File: src/rtl/core/shpd_pkg.sv
// ---------------------------------------------------------------------------
// shpd_pkg
// shared constants, types and helpers of the side hit pair direction unit
// ---------------------------------------------------------------------------
`default_nettype none

package shpd_pkg;

  localparam int unsigned CoordBitsDef  = 20;
  localparam int unsigned TimeBitsDef   = 48;
  localparam int unsigned ChargeBitsDef = 32;

  localparam int unsigned IdW    = 7;
  localparam int unsigned TolW   = 16;
  localparam int unsigned ZenW   = 13;
  localparam int unsigned AziW   = 15;
  localparam int unsigned DataW  = 64;
  localparam int unsigned AngW   = 32;
  localparam int unsigned Steps  = 16;
  localparam int unsigned StepW  = $clog2(Steps);
  localparam int unsigned GuardTop = 57;
  localparam int unsigned FracW  = 30;
  localparam int unsigned InvW   = 30;

  localparam logic [InvW-1:0]        InvGain   = InvW'(652032874);
  localparam logic signed [AngW-1:0] QuarterAng = AngW'(90 * 65536);
  localparam logic signed [AngW-1:0] RoundHalf  = AngW'(512);
  localparam int unsigned            RoundShift = 10;
  localparam logic signed [AngW-1:0] FullTurn   = AngW'(23040);
  localparam logic signed [AngW-1:0] ZenMax     = AngW'(5760);

  localparam logic signed [AngW-1:0] AtanTab [Steps] = '{
    AngW'(2949120), AngW'(1740967), AngW'(919879), AngW'(466945),
    AngW'(234379),  AngW'(117304),  AngW'(58666),  AngW'(29335),
    AngW'(14668),   AngW'(7334),    AngW'(3667),   AngW'(1833),
    AngW'(917),     AngW'(458),     AngW'(229),    AngW'(115)
  };

  typedef enum logic [2:0] {
    SideNone  = 3'd0,
    SideOne   = 3'd1,
    SideTwo   = 3'd2,
    SideThree = 3'd3,
    SideFour  = 3'd4
  } side_e;

  // controller to datapath
  typedef struct packed {
    logic             ready;
    logic             pre;
    logic             rot;
    logic             mul;
    logic             zinit;
    logic             fin;
    logic [StepW-1:0] step;
  } cmd_t;

  // datapath to controller
  typedef struct packed {
    logic start;
    logic vert;
    logic out_free;
  } sts_t;

  function automatic side_e side_of(input logic [IdW-1:0] id);
    side_e s;
    s = SideNone;
    if (id <= 7'd11 || (id >= 7'd101 && id <= 7'd112)) begin
      s = SideOne;
    end else if (id >= 7'd12 && id <= 7'd35) begin
      s = SideTwo;
    end else if ((id >= 7'd36 && id <= 7'd47) || (id >= 7'd65 && id <= 7'd76)) begin
      s = SideThree;
    end else if (id >= 7'd77 && id <= 7'd100) begin
      s = SideFour;
    end
    return s;
  endfunction

endpackage

`default_nettype wire

File: src/rtl/core/shpd_ctrl.sv
// ---------------------------------------------------------------------------
// shpd_ctrl
// sequencer for grouping, the two cordic passes and the result write
// ---------------------------------------------------------------------------
`default_nettype none

module shpd_ctrl
  import shpd_pkg::*;
(
  input  wire  logic clk_i,
  input  wire  logic rst_ni,
  input  wire  sts_t sts_i,
  output cmd_t       cmd_o
);

  typedef enum logic [6:0] {
    StIdle  = 7'b0000001,
    StPre   = 7'b0000010,
    StAzi   = 7'b0000100,
    StMul   = 7'b0001000,
    StZinit = 7'b0010000,
    StZen   = 7'b0100000,
    StFin   = 7'b1000000
  } state_e;

  state_e           state_q, state_d;
  logic [StepW-1:0] step_q, step_d;
  logic             step_last;

  assign step_last = (step_q == StepW'(Steps - 1));

  always_comb begin
    state_d = state_q;
    step_d  = step_q;
    unique case (state_q)
      StIdle: begin
        if (sts_i.start) state_d = sts_i.vert ? StFin : StPre;
      end
      StPre: begin
        step_d  = '0;
        state_d = StAzi;
      end
      StAzi: begin
        step_d = step_q + 1'b1;
        if (step_last) state_d = StMul;
      end
      StMul: begin
        state_d = StZinit;
      end
      StZinit: begin
        step_d  = '0;
        state_d = StZen;
      end
      StZen: begin
        step_d = step_q + 1'b1;
        if (step_last) state_d = StFin;
      end
      StFin: begin
        if (sts_i.out_free) state_d = StIdle;
      end
      default: state_d = StIdle;
    endcase
  end

  always_ff @(posedge clk_i or negedge rst_ni) begin
    if (!rst_ni) begin
      state_q <= StIdle;
      step_q  <= '0;
    end else begin
      state_q <= state_d;
      step_q  <= step_d;
    end
  end

  assign cmd_o.ready = (state_q == StIdle);
  assign cmd_o.pre   = (state_q == StPre);
  assign cmd_o.rot   = (state_q == StAzi) || (state_q == StZen);
  assign cmd_o.mul   = (state_q == StMul);
  assign cmd_o.zinit = (state_q == StZinit);
  assign cmd_o.fin   = (state_q == StFin);
  assign cmd_o.step  = step_q;

endmodule

`default_nettype wire

File: config.mk
export PLATFORM = sky130hd
export DESIGN_NAME = shpd_ctrl
export DESIGN_NICKNAME = d
export VERILOG_FILES = /design/src/rtl/core/shpd_pkg.sv /design/src/rtl/core/shpd_ctrl.sv
export SDC_FILE = /design/constraint.sdc
export NUM_CORES = 1
export LEC_CHECK = 0
export BUFFER_PORTS_ARGS = -buffer_cell sky130_fd_sc_hd__buf_2
export CAP_MARGIN = 20
export CORE_UTILIZATION = 40
export DETAILED_ROUTE_END_ITERATION = 10
export PLACE_DENSITY = 0.6
export SETUP_SLACK_MARGIN = 0.4
export SYNTH_ARGS = -nofsm -noshare
export SYNTH_HDL_FRONTEND = slang
export SYNTH_SLANG_ARGS = --single-unit
File: constraint.sdc
create_clock -name clk_i -period 2.8 [get_ports clk_i]
set_clock_uncertainty 0.2 [all_clocks]
set_input_delay 0.42 -clock clk_i [delete_from_list [all_inputs] [get_ports clk_i]]
set_output_delay 0.42 -clock clk_i [all_outputs]
set_load 0.01 [all_outputs]
Word level (Yosys, flattened, before mapping):

Cells that the tools add are included.

* register bits: 11
* latch bits: 0
* RAM bits: 0
* memory bits (read-only): 0
* input port bits: 5
* output and inout port bits: 10
* word-level logic and storage cells: 27
* memories kept: 0

* $add $sub $neg: 1
* multiply operators: 0
* div/mod/pow operators: 0
* magnitude comparators: 0
* equal/unequal tests: 12
* shifts and indexed selects: 0
* mux-type cells: 7
* bitwise gates (word level): 0
* reduce and logical (&&, ||, !) cells: 5

Operator list (count)
* one-hot mux 7 bit (7 select lines): 1
* two-way mux 7 bit: 5
* inequality test 2 bit (second input constant): 4
* one-hot mux 4 bit (2 select lines): 1
* == test 7 x 1 -> 1 bit (second input constant): 1
* == test 7 x 2 -> 1 bit (second input constant): 1
* == test 7 x 3 -> 1 bit (second input constant): 1
* == test 7 x 4 -> 1 bit (second input constant): 1
* == test 7 x 5 -> 1 bit (second input constant): 1
* == test 7 x 6 -> 1 bit (second input constant): 1
* == test 7 bit (second input constant): 1
* adder 4 x 1 -> 4 bit (second input constant): 1
* == test 4 bit (second input constant): 1
* AND reduction 4 bit: 1
* OR reduction 2 bit: 2
* nonzero test 2 bit: 1
* logical OR 1 bit: 1

Depth between registers and ports, before layout:

Gate-level depths: netlist (run 1).

* word-level depth: 3
* depth in mapped cells: 5

Worst setup path before layout (run 1):

OpenSTA, ideal clock, no wires.

* kind: reg-to-output
* from: reg state_q[1]
* to: out cmd_o[7] (netlist name)
* data arrival time: 1.305 ns
* required time: 2.180 ns
* path slack: 0.875 ns
* cell stages (with the launch flop): 4
* cell sequence: dfrtp_1 > buf_6 > or4_4 > nor3_4

RTL lines
* start: declaration: line shpd_ctrl.sv:26 `state_e state_q, state_d;`
* start signal: assignment: line shpd_ctrl.sv:67 `state_q <= StIdle;`
* start signal: assignment: line shpd_ctrl.sv:70 `state_q <= state_d;`
* end: declaration: line shpd_ctrl.sv:13 `output cmd_t cmd_o`

==> results.cfg, run 1 <==
[global_route]
antenna_found_initial = 0
grt_util_all_layers_pct = 19.1
grt_pass1_vias = 561
grt_overflow = 0
grt_max_degree = 12
grt_first_pass_wirelength_um = 2590

[logic_synthesis]
yosysSeqAreaShare_pct = 38.7
synth_fp_nets = 83
synth.avg_cell_area_um2 = 9.28
yosys.area.top_type = dfrtp_1
synthTopCellsByCount = 10 x dfrtp_1, 7 x nor3_1, 5 x inv_1, 5 x nor2_1, 4 x buf_2
synth_cell_type_count = 37
synthFlopType = dfrtp_1
synth-seq-cells = 11
synth_edf_count = 0
synthCells = 77
synth.most_common_cell = dfrtp_1
syn_area_um2 = 714
ys_async_sr_fraction_pct = 100
ys_warn_count = 0
synth_top_area_share_pct = 35.0
yosys-top-cells-area = dfrtp_1 35%, nor3_1 4.9%, dfstp_2 3.7%

[die]
rows = 14
dieArea_um2 = 1960
die_w_um = 44.3
core_um2 = 1590
start_util_pct = 44.8
io_pins = 15
chipHeight_um = 44.3

[placement]
gp_congestion = 0.770
portBuffers = 14
hpwl_um = 1110
placed_cell_area_um2 = 768

[final_layout]
multi_input_area_um2 = 378
nets = 96
syn_to_final_growth_pct = 13.5
final_area_um2 = 811
drive_above_1_share_pct = 27.0
fillers = 156
n_antenna_cell = 0
register_area_um2 = 278

[pwr]
p_per_area_nw_per_um2 = 845
power.share.clock_pct = 15.8
p_sw_share_pct = 42.6
p_sw_uw = 292
power.total_uw = 685
p_seq_share_pct = 39.7
p_comb_share_pct = 44.5
intPower_uw = 393
peakVddDrop_uv = 611
p_leak_uw = 0.000388

[timing]
tns_ns = 0
period_share_pct = 82.8
layout_min_cycle_time_ns = 2.32
hold_viol = 0
rsz0062_at_grt = true
fmax_mhz = 431
worst_pin_slew_ns = 0.427
setup_viol = 0
finalMaxSlewViolations = 0
slew_headroom_pct = 71.2

[cts]
cts_buffer_depth = 2
post-cts-setup-buffers = 0
clk_latency_ns = 0.27
clock-sinks = 11
clock-root-buffer = clkbuf_4
clk_pin_slew_worst_paths_ns = 0.06
cts_tree = yes
cts_buffers = 3
htreeDepth = 1

[critical_path]
critPathKind = reg -> out
worstPathArrival_ns = 1.70
path_cells = or4_4, nor3_4, buf_2
start_kind = register
crit_fanout = 9
cpPeakStageDelay_ns = 0.59
critPathRequiredTime_ns = 2.18
crit_path_top_delay_cell = or4_4
endpoint_kind = output port

[detailed_routing]
drt-total-wl_um = 1440
dr.first_iter.drc_count = 23
drc = 0
vias_per_cell = 5.55
ant_nets = 0
vias = 627
avgRoutedWirePerCell_um = 12.8
drt_pass1_iterations = 4

[flow_run]
drv_cap = 0

[hold_path]
hold_path.class = in -> reg

[outcome]
status = finished clean
worst max-delay path: cells and delay by family (launching register included):
kind	cells	cell delay [ns]
buf+inv	1	0.18
flops	1	0.46
simple gates	2	0.80
per-stage QoR:
stage               setup slack [ns]  hold WS, ns  std cells  utilization [%]
global route                   0.390        0.124        113             50.9
detailed placement             0.698        0.110        108             48.2
global placement               0.715        0.110        108             48.2
CTS                            0.421        0.118        113             50.5
floorplan                      0.875      -0.0756         77                -
finish                         0.481        0.126        113             50.9
power by group through the flow:
stage	Combinational, µW	Sequential (µW)	Clock, µW
floorplan	300	224	0
global placement	307	269	0
CTS	307	268	114
finish	305	272	108
global route	345	281	123
detailed placement	304	270	0
sequential cells by signal, summed over array words and instances (netlist names):
signal   count
state_q      7
step_q       4
metal layers:
layer	global-route usage [%]	up-vias	share of wire [%]
li1	-	308	-
met4	9.09	0	1.2
met5	0	-	0
met2	25.0	19	41
met3	7.76	2	7.4
met1	27.1	298	50
layout by cell type (no fill, tap or decap), drive strengths merged, types with 2 or more instances in the layout:
master / n
a21oi: 2
a22o: 2
and3: 3
buf: 14
clkbuf: 4
dfrtp: 10
inv: 5
nand2: 2
nand3: 2
nand3b: 2
nor2: 5
nor3: 8
nor3b: 2
nor4: 3
o21ai: 4
xnor2: 3
worst paths after layout:
check	startpoint	endpoint	slack (ns)	cells after the start
worst max-delay path	state_q[1]	cmd_o[7]	0.48	3
worst min-delay path	sts_i[2]	state_q[0]	0.13	2
worst max register to register	state_q[4]	state_q[0]	0.94	3
worst min register to register	step_q[0]	step_q[0]	0.33	1
max in group asynchronous	rst_ni	state_q[0]	1.79	2
min in group asynchronous	rst_ni	step_q[3]	0.34	2
area by class of cell:
| class | instances | area share (%) |
|---|---|---|
| Sequential cell | 11 | 34.3 |
| Multi-Input combinational cell | 54 | 46.6 |
| Clock buffer | 4 | 3.24 |
| Inverter | 5 | 2.31 |
| Tap cell | 24 | 3.70 |
| Timing Repair Buffer | 15 | 9.88 |
logic make-up (layout without fill, tap and decap cells):
kind of cell	count (synthesis)	count (layout)	synth area share, %
multiplexers	1	1	1.40
AO/OA/AOI/OAI	15	15	15.6
flip-flops	11	11	38.7
adder cells (fa/ha/maj)	1	1	1.75
AND/OR/NAND/NOR	33	33	28.5
XOR/XNOR	4	4	4.90
buffers and inverters	12	24	9.11
repair_timing:
action | in CTS | in global routing
resized for setup | 1 | 1
pin swaps | 0 | 1
hold endpoints to repair | 10 | 0
hold buffers | 1 | 0
setup endpoints to repair | 1 | 2
Note: power is estimated with default switching activity, not from simulation.
==> run 2, diff against run 1 <==
- clock period: 2.8 -> 2.4 ns (I/O delays scaled with it)
==> run 2 against run 1 <==
Compared with the run above:
- clock-buffer cell count unchanged
- worst setup slack worse by 0.20 ns
- largest cell class unchanged
- via count up 8.5%
- utilization up 7.5 points
- critical path type unchanged
==> results.cfg, run 2 (synthesis gave the netlist of run 1 again) <==
[timing]
hold_viol = 0
rsz0062_at_grt = true
finalMaxSlewViolations = 0
fin_ws_ns = 0.276
fmax_mhz = 471
slew_headroom_pct = 69.8
tns_ns = 0
period_share_pct = 88.5
worst_pin_slew_ns = 0.449
setup_viol = 0
layout_min_cycle_time_ns = 2.12

[final_layout]
final_area_um2 = 930
largest_register = state_q
n_antenna_cell = 0
largest_reg_flops = 7
nets = 108
reg_top3 = state_q (7), step_q (4)
syn_to_final_growth_pct = 30.1
drive_above_1_share_pct = 43.6
final_cell_mix = 14 x buf_2, 12 x buf_4
final_cells = 125
final_common_cell = buf_2

[hold_path]
whs_path_depth = 2
hold_path.class = in -> reg
min_to = state_q[0]
worstHoldStart = sts_i[2]

[critical_path]
worstPathArrival_ns = 1.56
path_cells = or4_4, nor3_4, buf_2
r2r_start = state_q[5]
regToRegEndpoint = state_q[0]
start_kind = register
crit_fanout = 3
crit_path_top_delay_cell = or4_4
critPathKind = reg -> out
endpoint_kind = output port
critPathRequiredTime_ns = 1.84
worstRegToRegCells = 5
cpPeakStageDelay_ns = 0.56
rrSetupSlack_ns = 0.45

[cts]
cts_tree = yes
cts_buffer_depth = 2
clock-sinks = 11
htreeDepth = 1
clock-root-buffer = clkbuf_4
cts_buffers = 3
clk_latency_ns = 0.27
clk_pin_slew_worst_paths_ns = 0.06

[die]
io_pins = 15
rows = 14
chipHeight_um = 44.3
core_um2 = 1590
die_w_um = 44.3
dieArea_um2 = 1960
start_util_pct = 44.8

[placement]
gp_congestion = 0.787
placed_cell_area_um2 = 768
portBuffers = 14
hpwl_um = 1130
post-place-ws_ns = 0.344
dp.cells = 108

[global_route]
grt_overflow = 0
busiest_layer = met1
grt_use_met2_pct = 26.8
antenna_found_initial = 0
grt_max_degree = 12
use_met3_pct = 8.57
grt_util_all_layers_pct = 20.7
grt_pass1_vias = 617
grt_first_pass_wirelength_um = 2820
grt.met1_usage_pct = 29.1

[detailed_routing]
vias = 680
vias_per_cell = 5.44
avgRoutedWirePerCell_um = 14.0
drt-total-wl_um = 1750
ant_nets = 0
dr.first_iter.drc_count = 15
drt_pass1_iterations = 4
drc = 0

[flow_run]
drv_cap = 0

[pwr]
peakVddDrop_uv = 699
p_per_area_nw_per_um2 = 1010
p_leak_uw = 0.000447

[outcome]
status = finished clean
==> run 2: cell count changes in the layout (fill, tap and decap cells not counted), sizes merged <==
| cell | delta |
|---|---|
| buf | +12 |
==> run 2: power breakdown <==
part | switching [µW] | internal, µW
sequential | 70.2 | 238
clock | 62.2 | 64.4
combinational | 254 | 253
total | 386 | 555
==> run 2: layout make-up <==
class                   instances  area [µm²]
multi-input cells              54         402
flip-flops and latches         11         283
fillers                       139         664
well taps                      24        30.0
clock buffers                   4        26.3
inverters                       5        18.8
repair buffers                 27         170
==> run 2: critical path, delay by kind of cell, from the launching register on <==
kind | cells | cell delay, ns
DFF | 1 | 0.42
and+or+nand+nor | 2 | 0.72
buffers and inverters | 1 | 0.16
==> run 2: per-layer routing <==
layer | vias to the layer above | part of all wire, %
li1 | 334 | -
met3 | 4 | 6.1
met2 | 18 | 44
met5 | - | 0
met4 | 0 | 2.2
met1 | 324 | 48
==> run 2: worst max path at each step <==
stage / startpoint / to / cells after the start
after floorplan: state_q[1] / cmd_o[7] / 3
after global placement: state_q[1] / cmd_o[7] / 3
after detailed placement: state_q[1] / cmd_o[7] / 3
after CTS: state_q[6] / cmd_o[7] / 3
after global routing: state_q[1] / cmd_o[5] / 3
final: state_q[6] / cmd_o[7] / 3
==> run 2: through the flow <==
| stage | hold slack [ns] | utilization [%] | power, µW |
|---|---|---|---|
| 6_report | 0.0612 | 58.3 | 941 |
| 4_1_cts | 0.0446 | 54.4 | 864 |
| 3_3_place_gp | 0.0504 | 48.2 | 671 |
| 2_1_floorplan | -0.136 | - | 612 |
| 5_1_grt | 0.0564 | 58.3 | 1020 |
| 3_5_place_dp | 0.0536 | 48.2 | 678 |
==> run 2: what timing repair did <==
| action | CTS | global route |
|---|---|---|
| buffers inserted | 7 | 5 |
| gates cloned | 0 | 0 |
| resized for setup | 5 | 6 |
| endpoints found under the hold margin | 10 | 0 |
| hold buffers | 1 | 0 |
| pin swaps | 2 | 2 |
| endpoints found under the setup margin | 6 | 7 |
==> run 3, diff against run 2 <==
- SETUP_SLACK_MARGIN: 0.4 -> default
==> run 3 against run 2 <==
Compared with the run above:
- combinational power shrank 28%
- sequential power grew 3%
- flip-flop and latch count is the same
- non-clock buffer count shrank 12
- highest routed layer unchanged
==> results.cfg, run 3 (synthesis gave the netlist of run 1 again) <==
[critical_path]
worstPathArrival_ns = 1.71
crit_family = simple AND/OR/NAND/NOR gates
crit_fanout = 9
path_cells = or4_4, nor3_4, buf_2
start_kind = register
critPathKind = reg -> out
crit_path_top_delay_cell = or4_4
endpoint_kind = output port
cpPeakStageDelay_ns = 0.58
crit_buf_inv = 1
critPathRequiredTime_ns = 1.84

[timing]
tns_ns = 0
layout_min_cycle_time_ns = 2.27
worst_pin_slew_ns = 0.440
slew_headroom_pct = 70.3
rsz0062_at_grt = false
fmax_mhz = 440
setup_viol = 0
finalMaxSlewViolations = 0
hold_viol = 0
period_share_pct = 94.7

[detailed_routing]
drc = 0
drt_pass1_iterations = 4
vias_per_cell = 5.51
ant_nets = 0
vias = 623
drt-total-wl_um = 1520
avgRoutedWirePerCell_um = 13.5
dr.first_iter.drc_count = 12

[hold_path]
hold_path.class = in -> reg

[die]
dieArea_um2 = 1960
chipHeight_um = 44.3
core_um2 = 1590
die_w_um = 44.3
rows = 14
io_pins = 15
start_util_pct = 44.8

[final_layout]
drive_above_1_share_pct = 25.8
n_antenna_cell = 0
syn_to_final_growth_pct = 12.8
reg_top3 = state_q (7), step_q (4)
final_common_cell = buf_2
postLayoutCoreUtil_pct = 50.5
fillers = 154
largest_register = state_q
final_cells = 113
final_cell_mix = 14 x buf_2, 9 x dfrtp_1, 7 x nor3_1, 5 x inv_1, 5 x nor2_1
largest_reg_flops = 7
final_area_um2 = 806
nets = 96

[cts]
cts_buffer_depth = 2
clock-sinks = 11
htreeDepth = 1
clock-root-buffer = clkbuf_4
cts_tree = yes
cts_buffers = 3
clk_pin_slew_worst_paths_ns = 0.06
clk_latency_ns = 0.27

[global_route]
grt_pass1_vias = 575
grt_util_all_layers_pct = 19.4
grt_first_pass_wirelength_um = 2650
grt_max_degree = 12
antenna_found_initial = 0
grt_overflow = 0

[placement]
hpwl_um = 1130
portBuffers = 14
placed_cell_area_um2 = 768
dp.cells = 108
gp_congestion = 0.787

[outcome]
status = finished clean

[pwr]
power.total_uw = 806
p_per_area_nw_per_um2 = 1000
p_leak_uw = 0.000387
peakVddDrop_uv = 687

[flow_run]
drv_cap = 0
==> run 3: cell count changes in the layout (fill, tap and decap cells not counted), moves of 2 or more <==
cell     previous run  this run
buf_4              12         0
dfrtp_1             5         9
dfrtp_2             5         1
nor3_1              5         7
==> run 3: metrics by stage <==
stage	hold slack, ns	setup slack, ns
5_1_grt	0.0562	0.00635
4_1_cts	0.0446	0.0252
6_report	0.0569	0.128
3_3_place_gp	0.0504	0.376
2_1_floorplan	-0.136	0.535
3_5_place_dp	0.0536	0.344
==> run 3: final timing paths <==
check                      slack (ns)  cells past startpoint    endpoint  startpoint
setup / recovery                 0.13                      3    cmd_o[7]  state_q[1]
hold / removal                   0.06                      2  state_q[0]    sts_i[2]
setup reg to reg                 0.47                      4   step_q[3]  state_q[4]
hold reg to reg                  0.33                      1   step_q[0]   step_q[0]
max in group asynchronous        1.45                      2  state_q[0]      rst_ni
min in group asynchronous        0.28                      2   step_q[3]      rst_ni
==> run 3: area by class of cell <==
type                            instances  area, µm²  share of cell area (%)
Multi-Input combinational cell         54        373                    46.3
Sequential cell                        11        278                    34.5
Timing Repair Buffer                   15       80.1                    9.94
Tap cell                               24       30.0                    3.73
Clock buffer                            4       26.3                    3.26
Inverter                                5       18.8                    2.33
==> run 3: metal layers <==
metal  part of all wire [%]  global-route usage [%]  routed length (µm)
met1                     50                    28.0                 757
met2                     40                    25.0                 615
met3                    8.2                    7.76                 125
met4                    1.4                    9.09                  21
met5                      0                       0                   0
==> run 3: power by group <==
group,internal [µW],switching (µW)
Combinational,159,203
Clock,64.4,62.1
Sequential,235,82.0
==> run 3: repair_timing <==
item	in CTS	in global routing
hold buffers	1	0
hold endpoints to repair	10	0
resized for setup	0	1
endpoints found under the setup margin	0	1
buffers inserted	0	0
